**src/sv/ple_pkg.sv**
```systemverilog
// Shared constants, codes and control structs for the positional list engine.
package ple_pkg;

  // List capacity and derived widths
  localparam int LIST_DEPTH = 16;
  localparam int IDX_W      = $clog2(LIST_DEPTH);
  localparam int CNT_W      = $clog2(LIST_DEPTH + 1);

  // Fixed field widths
  localparam int FUNC_W = 3;
  localparam int VAL_W  = 32;
  localparam int POS_W  = 5;
  localparam int STAT_W = 2;
  localparam int LEN_W  = 5;

  // Common width for comparing a position against the count
  localparam int CMP_W = (CNT_W > POS_W) ? CNT_W : POS_W;

  // Stream payload widths, padded to whole bytes
  localparam int IN_BITS  = FUNC_W + VAL_W + POS_W;
  localparam int OUT_BITS = STAT_W + LEN_W + VAL_W;
  localparam int IN_W     = ((IN_BITS + 7) / 8) * 8;
  localparam int OUT_W    = ((OUT_BITS + 7) / 8) * 8;

  typedef enum logic [FUNC_W-1:0] {
    FN_INS_HEAD = 3'd0,
    FN_INS_TAIL = 3'd1,
    FN_INS_POS  = 3'd2,
    FN_DEL_POS  = 3'd3,
    FN_LIST     = 3'd4
  } func_e;

  typedef enum logic [STAT_W-1:0] {
    ST_OK    = 2'd0,
    ST_EMPTY = 2'd1,
    ST_FULL  = 2'd2
  } status_e;

  // Commands from the controller to the datapath
  typedef struct packed {
    logic exec;        // run a single-result operation and load its result
    logic list_start;  // begin walking the list from the head
    logic emit;        // load the current element into the output register
  } ple_cmd_t;

  // Status from the datapath to the controller
  typedef struct packed {
    logic count_zero;  // list holds no element
    logic emit_last;   // current walk index is the tail
    logic out_free;    // output register can take an item this cycle
  } ple_stat_t;

  // Length field: low bits of the count
  function automatic logic [LEN_W-1:0] to_len(input logic [CNT_W-1:0] c);
    logic [CMP_W-1:0] ext;
    ext = CMP_W'(c);
    return ext[LEN_W-1:0];
  endfunction

endpackage

```
**src/sv/ple_ctrl.sv**
```systemverilog
// Controller state machine: input acceptance and list walk sequencing.
module ple_ctrl import ple_pkg::*; (
  input  logic              clk_i,
  input  logic              rst_ni,
  input  logic              in_valid_i,
  input  logic [FUNC_W-1:0] func_i,
  input  ple_stat_t         st_i,
  output logic              in_ready_o,
  output ple_cmd_t          cmd_o
);

  typedef enum logic [1:0] {
    S_IDLE = 2'b01,
    S_LIST = 2'b10
  } state_e;

  state_e state_q, state_d;
  logic   accept;
  logic   is_walk;

  // Take an item only when idle and the output register has room
  assign in_ready_o = (state_q == S_IDLE) && st_i.out_free;
  assign accept     = in_valid_i && in_ready_o;
  assign is_walk    = (func_i == FN_LIST) && !st_i.count_zero;

  // Issue commands
  always_comb begin
    cmd_o.exec       = accept && !is_walk;
    cmd_o.list_start = accept && is_walk;
    cmd_o.emit       = (state_q == S_LIST) && st_i.out_free;
  end

  // Next state
  always_comb begin
    state_d = state_q;
    unique case (state_q)
      S_IDLE: begin
        if (cmd_o.list_start) state_d = S_LIST;
      end
      S_LIST: begin
        if (cmd_o.emit && st_i.emit_last) state_d = S_IDLE;
      end
      default: state_d = S_IDLE;
    endcase
  end

  always_ff @(posedge clk_i or negedge rst_ni) begin
    if (!rst_ni) begin
      state_q <= S_IDLE;
    end else begin
      state_q <= state_d;
    end
  end

`ifndef SYNTH
  a_no_accept_in_walk: assert property (@(posedge clk_i) disable iff (!rst_ni)
    (state_q == S_LIST) |-> !in_ready_o)
    else $error("item accepted during list walk");

  a_start_enters_walk: assert property (@(posedge clk_i) disable iff (!rst_ni)
    cmd_o.list_start |=> (state_q == S_LIST))
    else $error("list start did not enter walk");

  a_walk_ends_on_tail: assert property (@(posedge clk_i) disable iff (!rst_ni)
    ((state_q == S_IDLE) && $past(state_q == S_LIST)) |->
      $past(cmd_o.emit && st_i.emit_last))
    else $error("walk left before tail element");
`endif

endmodule

```
**src/sv/ple_dp.sv**
```systemverilog
// Datapath: shift-array list cells, count, walk index and output register.
module ple_dp import ple_pkg::*; (
  input  logic              clk_i,
  input  logic              rst_ni,
  input  ple_cmd_t          cmd_i,
  input  logic [FUNC_W-1:0] func_i,
  input  logic [VAL_W-1:0]  value_i,
  input  logic [POS_W-1:0]  pos_i,
  input  logic              out_ready_i,
  output ple_stat_t         st_o,
  output logic              out_valid_o,
  output logic [STAT_W-1:0] out_status_o,
  output logic [LEN_W-1:0]  out_length_o,
  output logic [VAL_W-1:0]  out_element_o,
  output logic              out_last_o
);

  logic [VAL_W-1:0]  entries_q [LIST_DEPTH];
  logic [VAL_W-1:0]  entries_d [LIST_DEPTH];
  logic [CNT_W-1:0]  count_q, count_d;
  logic [IDX_W-1:0]  idx_q, idx_d;

  logic              ovalid_q, ovalid_d;
  logic [STAT_W-1:0] ostatus_q, ostatus_d;
  logic [LEN_W-1:0]  olength_q, olength_d;
  logic [VAL_W-1:0]  oelement_q, oelement_d;
  logic              olast_q, olast_d;

  logic              full, empty, out_free, emit_last;
  logic [CMP_W-1:0]  pos_ext, cnt_ext, ins_pos, ins_sel, del_p, del_idx;
  logic              do_ins, do_del;
  status_e           res_status;

  assign full      = (count_q == CNT_W'(LIST_DEPTH));
  assign empty     = (count_q == '0);
  assign out_free  = !ovalid_q || out_ready_i;
  assign emit_last = ((CNT_W'(idx_q) + CNT_W'(1)) == count_q);

  always_comb begin
    st_o.count_zero = empty;
    st_o.emit_last  = emit_last;
    st_o.out_free   = out_free;
  end

  // Clamp insert and delete positions to the current length
  always_comb begin
    pos_ext = CMP_W'(pos_i);
    cnt_ext = CMP_W'(count_q);
    ins_pos = (pos_ext >= cnt_ext) ? cnt_ext : pos_ext;
    del_p   = (pos_ext == '0) ? CMP_W'(1) : pos_ext;
    if (del_p > cnt_ext) del_p = cnt_ext;
    del_idx = del_p - CMP_W'(1);
  end

  // Decode the operation
  always_comb begin
    do_ins     = 1'b0;
    do_del     = 1'b0;
    res_status = ST_OK;
    ins_sel    = ins_pos;
    unique case (func_i)
      FN_INS_HEAD, FN_INS_TAIL, FN_INS_POS: begin
        if (full) res_status = ST_FULL;
        else      do_ins     = 1'b1;
        if (func_i == FN_INS_HEAD)      ins_sel = '0;
        else if (func_i == FN_INS_TAIL) ins_sel = cnt_ext;
      end
      FN_DEL_POS: begin
        if (empty) res_status = ST_EMPTY;
        else       do_del     = 1'b1;
      end
      FN_LIST: begin
        // reached only for an empty list
        res_status = ST_EMPTY;
      end
      default: res_status = ST_OK;
    endcase
  end

  // Shift the cells for an insert or a delete
  always_comb begin
    entries_d = entries_q;
    count_d   = count_q;
    if (cmd_i.exec && do_ins) begin
      for (int i = 1; i < LIST_DEPTH; i++) begin
        if (CMP_W'(i) > ins_sel) entries_d[i] = entries_q[i-1];
      end
      for (int i = 0; i < LIST_DEPTH; i++) begin
        if (CMP_W'(i) == ins_sel) entries_d[i] = value_i;
      end
      count_d = count_q + CNT_W'(1);
    end else if (cmd_i.exec && do_del) begin
      for (int i = 0; i < LIST_DEPTH - 1; i++) begin
        if (CMP_W'(i) >= del_idx) entries_d[i] = entries_q[i+1];
      end
      count_d = count_q - CNT_W'(1);
    end
  end

  // Advance the walk index
  always_comb begin
    idx_d = idx_q;
    if (cmd_i.list_start)  idx_d = '0;
    else if (cmd_i.emit)   idx_d = idx_q + IDX_W'(1);
  end

  // Load the output register
  always_comb begin
    ovalid_d   = ovalid_q;
    ostatus_d  = ostatus_q;
    olength_d  = olength_q;
    oelement_d = oelement_q;
    olast_d    = olast_q;
    if (out_ready_i) ovalid_d = 1'b0;
    if (cmd_i.exec) begin
      ovalid_d   = 1'b1;
      ostatus_d  = res_status;
      olength_d  = to_len(count_d);
      oelement_d = '0;
      olast_d    = 1'b1;
    end else if (cmd_i.emit) begin
      ovalid_d   = 1'b1;
      ostatus_d  = ST_OK;
      olength_d  = to_len(count_q);
      oelement_d = entries_q[idx_q];
      olast_d    = emit_last;
    end
  end

  always_ff @(posedge clk_i or negedge rst_ni) begin
    if (!rst_ni) begin
      count_q  <= '0;
      idx_q    <= '0;
      ovalid_q <= 1'b0;
    end else begin
      count_q  <= count_d;
      idx_q    <= idx_d;
      ovalid_q <= ovalid_d;
    end
  end

  // Payload registers
  always_ff @(posedge clk_i) begin
    entries_q  <= entries_d;
    ostatus_q  <= ostatus_d;
    olength_q  <= olength_d;
    oelement_q <= oelement_d;
    olast_q    <= olast_d;
  end

  assign out_valid_o   = ovalid_q;
  assign out_status_o  = ostatus_q;
  assign out_length_o  = olength_q;
  assign out_element_o = oelement_q;
  assign out_last_o    = olast_q;

`ifndef SYNTH
  a_count_in_range: assert property (@(posedge clk_i) disable iff (!rst_ni)
    count_q <= CNT_W'(LIST_DEPTH))
    else $error("count beyond list depth");

  a_full_insert_holds: assert property (@(posedge clk_i) disable iff (!rst_ni)
    (cmd_i.exec && (res_status == ST_FULL)) |=> (count_q == $past(count_q)))
    else $error("rejected insert changed count");

  a_walk_in_bounds: assert property (@(posedge clk_i) disable iff (!rst_ni)
    cmd_i.emit |-> (CNT_W'(idx_q) < count_q))
    else $error("walk index past tail");
`endif

endmodule

```
**src/sv/positional_list_engine_core.sv**
```systemverilog
// Top level of the positional list engine: stream ports, controller and datapath.
//
//  channel  | dir | handshake              | payload
//  ---------+-----+------------------------+-------------------------------------
//  s_axis   | in  | s_axis_tvalid/tready   | tdata: func[2:0] value[34:3] pos[39:35]
//  m_axis   | out | m_axis_tvalid/tready   | tdata: status length element; tlast
//
//  Insert, delete and other single-result items each give one result; a new
//  item is taken every cycle while the output register drains.
//  A list item on a non-empty list first starts the walk, then emits one result
//  per element, one a cycle while the single output register drains; no item is
//  taken during that walk, so the input stays closed until the tail is emitted.
//  A stalled output holds its item and blocks new input until taken.
//  Reset empties the list; cell contents are not cleared.
module positional_list_engine_core import ple_pkg::*; (
  input  logic             clk_i,
  input  logic             rst_ni,
  input  logic             s_axis_tvalid,
  output logic             s_axis_tready,
  input  logic [IN_W-1:0]  s_axis_tdata,   // func, value, position (low bit up)
  output logic             m_axis_tvalid,
  input  logic             m_axis_tready,
  output logic [OUT_W-1:0] m_axis_tdata,   // status, length, element, zero pad
  output logic             m_axis_tlast    // last result of the item
);

  ple_cmd_t          cmd;
  ple_stat_t         st;
  logic [FUNC_W-1:0] func;
  logic [VAL_W-1:0]  value;
  logic [POS_W-1:0]  pos;
  logic [STAT_W-1:0] status;
  logic [LEN_W-1:0]  length;
  logic [VAL_W-1:0]  element;

  // Unpack input fields
  assign func  = s_axis_tdata[FUNC_W-1:0];
  assign value = s_axis_tdata[FUNC_W+VAL_W-1:FUNC_W];
  assign pos   = s_axis_tdata[IN_BITS-1:FUNC_W+VAL_W];

  ple_ctrl u_ctrl (
    .clk_i      (clk_i),
    .rst_ni     (rst_ni),
    .in_valid_i (s_axis_tvalid),
    .func_i     (func),
    .st_i       (st),
    .in_ready_o (s_axis_tready),
    .cmd_o      (cmd)
  );

  ple_dp u_dp (
    .clk_i         (clk_i),
    .rst_ni        (rst_ni),
    .cmd_i         (cmd),
    .func_i        (func),
    .value_i       (value),
    .pos_i         (pos),
    .out_ready_i   (m_axis_tready),
    .st_o          (st),
    .out_valid_o   (m_axis_tvalid),
    .out_status_o  (status),
    .out_length_o  (length),
    .out_element_o (element),
    .out_last_o    (m_axis_tlast)
  );

  // Pack output fields
  assign m_axis_tdata = {{(OUT_W - OUT_BITS){1'b0}}, element, length, status};

endmodule
```
**config.mk**
```make
export PLATFORM = sky130hd
export DESIGN_NAME = positional_list_engine_core
export DESIGN_NICKNAME = d
export VERILOG_FILES = /design/src/sv/ple_pkg.sv /design/src/sv/ple_ctrl.sv /design/src/sv/ple_dp.sv /design/src/sv/positional_list_engine_core.sv
export SDC_FILE = /design/constraint.sdc
export NUM_CORES = 2
export LEC_CHECK = 0
export BUFFER_PORTS_ARGS = -buffer_cell sky130_fd_sc_hd__buf_4
export CAP_MARGIN = 10
export CORE_MARGIN = 4
export CORE_UTILIZATION = 48
export DETAILED_ROUTE_END_ITERATION = 6
export GPL_ROUTABILITY_DRIVEN = 1
export PLACE_DENSITY = 0.68
export SKIP_LAST_GASP = 1
export SLEW_MARGIN = 40
export SYNTH_ARGS = -nofsm -noshare
export SYNTH_HDL_FRONTEND = slang
export SYNTH_HIERARCHICAL = 1
export SYNTH_SLANG_ARGS = --single-unit
```
**constraint.sdc**
```tcl
create_clock -name clk_i -period 10.2 [get_ports clk_i]
set_input_delay 1.53 -clock clk_i [delete_from_list [all_inputs] [get_ports clk_i]]
set_output_delay 1.53 -clock clk_i [all_outputs]
set_load 0.01 [all_outputs]
```
==> Implementation_results.wiki <==
{| class="wikitable"
! Metric !! Value
|-
| Outcome || completed
|-
| Worst setup slack for register-to-register paths || 4680 ps
|-
| # DRC || 0
|-
| Clock tree root driver cell || sky130_fd_sc_hd__clkbuf_16
|-
| Area used by sequential logic in the layout || ~17,000 um^2
|-
| Slew at the pin with the worst max-slew slack || 914 ps
|-
| Stage delay of the slowest cell on the critical path || 690 ps
|-
| Post-CTS setup buffers || 0
|-
| Final Hold Fails || 0
|-
| Area taken by multi-input logic gates || 15,100 um^2
|-
| DRT iter0 DRCs || 2,568
|-
| Total of cells resized after clock tree synthesis || 0
|-
| Number of clock buffers inserted by TritonCTS || 59
|-
| Floorplan die width || 269 um
|-
| Min-delay worst type || reg2reg
|-
| Overall routed net length || 92.1 mm
|-
| Clock Tree Buf Depth || 3
|-
| Seq/Total Area, Yosys || approximately half
|-
| Seq cells post-synth || 564
|-
| Kind of capture point of the worst setup path || flip-flop
|-
| Initial antenna violation count || 4
|-
| Global-route wire length before repair || 137 mm
|-
| RSZ-0062 raised after global routing || no
|-
| Global-route total usage across every layer || 24.9%
|-
| Cell family with the largest share of critical-path delay || buffers and inverters
|-
| Clock slew seen by the registers of the worst setup and hold paths || 60 ps
|-
| Critical path fanouts, max || between 150 and 200
|-
| CTS tree || yes
|-
| Crit-path cells || inv_1 > ha_1 > nand2_1 > nor2_1 > or4b_4 > nor2b_4 > buf_4 > nor2b_1 > nand3_4 > buf_12 > buf_16 > buf_16 > clkbuf_8 > o21ai_0
|-
| Endpoint of the most critical setup path || u_dp/entries_q[336]
|-
| Crit. path cell count || 14
|-
| FMAX || 181 MHz
|-
| Area of all placed cells without fillers || 35,900 um^2
|-
| Aggregate negative setup slack || 0 ps
|-
| Yosys Warn Count || 6
|-
| Async set or reset register ratio after synthesis || 2.13%
|-
| Most numerous cell on the critical path || sky130_fd_sc_hd__buf_16
|-
| Main synth FF type || sky130_fd_sc_hd__edfxtp_1
|-
| Per-instance average area after synthesis || 11.7 um^2
|-
| Required time at the endpoint of the critical path || between 10,000 and 15,000 ps
|-
| Via count of the first global-routing pass || 22.2k
|-
| Hold buffer count at CTS || 0
|-
| Initial Util || a little under 50%
|-
| Class of the most critical setup path || reg2reg
|-
| Kind of start point of the critical path || flip-flop
|-
| Reg2Reg Capture Point || u_dp/entries_q[336]
|-
| Router iterations before antenna repair || 7
|-
| Worst r2r path cells || 14
|-
| H-Tree Depth || 2
|-
| Worst clock skew on the final layout || between 15 and 20 ps
|-
| Synthesized instance count || between 2k and 3k
|-
| Cell with the largest stage delay on the worst path || sky130_fd_sc_hd__dfrtp_1
|-
| Cell area after placement || 34,000 um^2
|-
| Signed area change from the synthesized netlist to the final layout || 10.3%
|-
| Static Leak || between 10 and 15 nW
|-
| Antenna-violating nets left || 0
|-
| Number of buffers inserted by port buffering || 85
|-
| Weighted congestion reported at the end of routability-driven placement || roughly 0.86
|-
| Worst r2r src || u_dp/cnt_ext[0]
|-
| PwrDens || 171 nW/um^2
|-
| Final setup violation count || 0
|-
| Period minus WS final || ~5500 ps
|-
| Sinks on Clock Net || 564
|-
| Clock latency on the worst-skew pair || 640 ps
|-
| Fin crit share || a little over half
|-
| Share of cells above drive strength 1 || 17.5%
|-
| Number of pins with negative max-slew slack in the final report || 0
|-
| Average routed wire per standard cell || 25.2 um
|-
| Sum of buffers and inverters on the critical path || 6
|-
| Remaining max-slew budget at the tightest pin || around two fifths
|-
| Number of nets in the finished design || between 2k and 3k
|-
| Mean number of vias per cell || roughly 6.3
|-
| Top-level I/O count || 87
|-
| FP Rows || 95
|-
| Pin count of the biggest net entering global routing || 163
|-
| # Max-Cap Violations || 0
|-
| Congestion Overflow GR || 0
|-
| Number of stages on the worst hold path || 2
|-
| Number of library cell types mapped by synthesis || 68
|-
| Layout filler cell count || 5,639
|-
| Crit path arrival time || 5870 ps
|-
| Final HPWL from detailed placement || between 50 and 60 mm
|-
| EDFF count, synth || ~520
|-
| Die Y-Extent || 269 um
|-
| Worst IR drop on VDD || 0.106 mV
|-
| Total Die Area || ~72,000 um^2
|-
| Total via count in the routed design || 23.1k
|-
| Start point of the critical path || u_dp/cnt_ext[0]
|-
| Mapped Nets || 2,833
|-
| Core outline area || 67,300 um^2
|-
| Synthesized area || around 33,000 um^2
|}
==> stage by stage <==
| stage | hold slack, ps | utilization, % | instances | worst slack, ps | total power [mW] |
|---|---|---|---|---|---|
| finish | 492 | 53.4 | 3646 | 4680 | 6.13 |
| global route | 526 | 53.4 | 3646 | 4390 | 6.35 |
| CTS | 498 | 53.4 | 3643 | 4630 | 6.15 |
| detailed placement | 482 | 50.6 | 3532 | 4070 | 3.98 |
| global placement | 484 | 50.2 | 3523 | 4180 | 3.92 |
| floorplan | 516 | - | 2778 | 3290 | 3.63 |
==> worst reg2reg max path, cell delays in order (launching register included) <==
cell,delay [ps]
sky130_fd_sc_hd__dfrtp_1,690
sky130_fd_sc_hd__inv_1,230
sky130_fd_sc_hd__ha_1,280
sky130_fd_sc_hd__nand2_1,160
sky130_fd_sc_hd__nor2_1,80
sky130_fd_sc_hd__or4b_4,550
sky130_fd_sc_hd__nor2b_4,150
sky130_fd_sc_hd__buf_4,330
sky130_fd_sc_hd__nor2b_1,310
sky130_fd_sc_hd__nand3_4,340
sky130_fd_sc_hd__buf_12,230
sky130_fd_sc_hd__buf_16,410
sky130_fd_sc_hd__buf_16,440
sky130_fd_sc_hd__clkbuf_8,720
sky130_fd_sc_hd__o21ai_0,330
==> cell usage in the layout (no fill, tap or decap), types with 6 or more instances in the layout <==
cell type / count
sky130_fd_sc_hd__o211ai_1: 64
sky130_fd_sc_hd__nand2b_1: 7
sky130_fd_sc_hd__nor2_1: 61
sky130_fd_sc_hd__mux2_2: 36
sky130_fd_sc_hd__buf_12: 7
sky130_fd_sc_hd__dfrtp_1: 7
sky130_fd_sc_hd__clkinv_2: 16
sky130_fd_sc_hd__inv_1: 10
sky130_fd_sc_hd__dfxtp_1: 33
sky130_fd_sc_hd__nor3_1: 7
sky130_fd_sc_hd__buf_4: 122
sky130_fd_sc_hd__mux4_2: 160
sky130_fd_sc_hd__nand3_1: 77
sky130_fd_sc_hd__a21oi_1: 11
sky130_fd_sc_hd__nand2_1: 569
sky130_fd_sc_hd__bufinv_16: 6
sky130_fd_sc_hd__ha_1: 11
sky130_fd_sc_hd__xnor2_1: 12
sky130_fd_sc_hd__edfxtp_1: 519
sky130_fd_sc_hd__o21ai_0: 192
sky130_fd_sc_hd__nor2b_1: 6
sky130_fd_sc_hd__clkbuf_1: 10
sky130_fd_sc_hd__clkinv_1: 12
sky130_fd_sc_hd__mux2i_1: 429
sky130_fd_sc_hd__clkbuf_16: 60
sky130_fd_sc_hd__o21ai_1: 205
sky130_fd_sc_hd__buf_6: 6
==> layout make-up <==
class                           instances  area share (%)
Inverter                               11           0.115
Antenna cell                            3          0.0209
Tap cell                              873            3.04
Clock buffer                           72            4.36
Multi-Input combinational cell       1944            41.9
Timing Repair Buffer                  140            3.47
Clock inverter                         39           0.992
Sequential cell                       564            46.1
==> state kept, by name, summed over array words and instances, names as in the netlist <==
signal,flops
u_ctrl/state_q,2
u_dp/cnt_ext,5
u_dp/entries_q,512
u_dp/idx_q,4
u_dp/out_element_o,32
u_dp/out_last_o,1
u_dp/out_length_o,5
u_dp/out_status_o,2
u_dp/out_valid_o,1
==> cell usage after synthesis, types with 5 or more instances <==
master,n,share of area (%)
sky130_fd_sc_hd__buf_4,17,0.39
sky130_fd_sc_hd__nand3_1,80,1.2
sky130_fd_sc_hd__buf_6,16,0.55
sky130_fd_sc_hd__nor2_1,61,0.70
sky130_fd_sc_hd__dfxtp_1,33,2.0
sky130_fd_sc_hd__nand2b_1,9,0.17
sky130_fd_sc_hd__o211ai_1,64,1.5
sky130_fd_sc_hd__dfrtp_1,11,0.84
sky130_fd_sc_hd__nor3_1,9,0.14
sky130_fd_sc_hd__clkbuf_1,173,2.0
sky130_fd_sc_hd__nand2_1,572,6.6
sky130_fd_sc_hd__o21ai_1,206,3.2
sky130_fd_sc_hd__xnor2_1,12,0.32
sky130_fd_sc_hd__o21ai_0,193,3.0
sky130_fd_sc_hd__nor2b_1,7,0.13
sky130_fd_sc_hd__o31ai_1,5,0.12
sky130_fd_sc_hd__ha_1,11,0.42
sky130_fd_sc_hd__mux4_2,160,11
sky130_fd_sc_hd__buf_2,35,0.54
sky130_fd_sc_hd__mux2i_1,429,13
sky130_fd_sc_hd__edfxtp_1,519,48
sky130_fd_sc_hd__a21oi_1,13,0.20
sky130_fd_sc_hd__buf_1,14,0.16
sky130_fd_sc_hd__inv_1,10,0.12
sky130_fd_sc_hd__mux2_2,36,1.2
==> how the worst min path moves through the flow <==
stage	start	to	slack, ps
after floorplan	u_dp/entries_q[0]	u_dp/entries_q[32]	520
after global placement	u_dp/out_element_o[25]	u_dp/out_element_o[25]	480
after detailed placement	u_dp/out_element_o[28]	u_dp/out_element_o[28]	480
after CTS	u_dp/out_element_o[28]	u_dp/out_element_o[28]	500
after global routing	u_dp/out_element_o[29]	u_dp/out_element_o[29]	530
final	u_dp/out_element_o[28]	u_dp/out_element_o[28]	490
==> logic make-up after synthesis <==
logic type | Yosys count | share of synthesized area (%)
simple gates | 769 | 9.75
compound gates | 515 | 8.80
xor+xnor | 16 | 0.430
fa+ha+maj | 11 | 0.422
other cells | 1 | 0.0115
mux | 632 | 25.9
buf+inv | 270 | 3.95
flops | 564 | 50.8
==> metal layers <==
metal  routed length, um  global-route usage (%)
met1               36800                    34.1
met2               44200                    41.0
met3                7630                    3.83
met4                3350                    8.62
met5                  13                       0
==> power breakdown <==
| part | total, mW | internal [mW] | switching, mW |
|---|---|---|---|
| Clock | 2.19 | 1.24 | 0.945 |
| Combinational | 1.12 | 0.413 | 0.712 |
| Sequential | 2.82 | 2.71 | 0.113 |
Note: power is estimated with default switching activity, not from simulation.
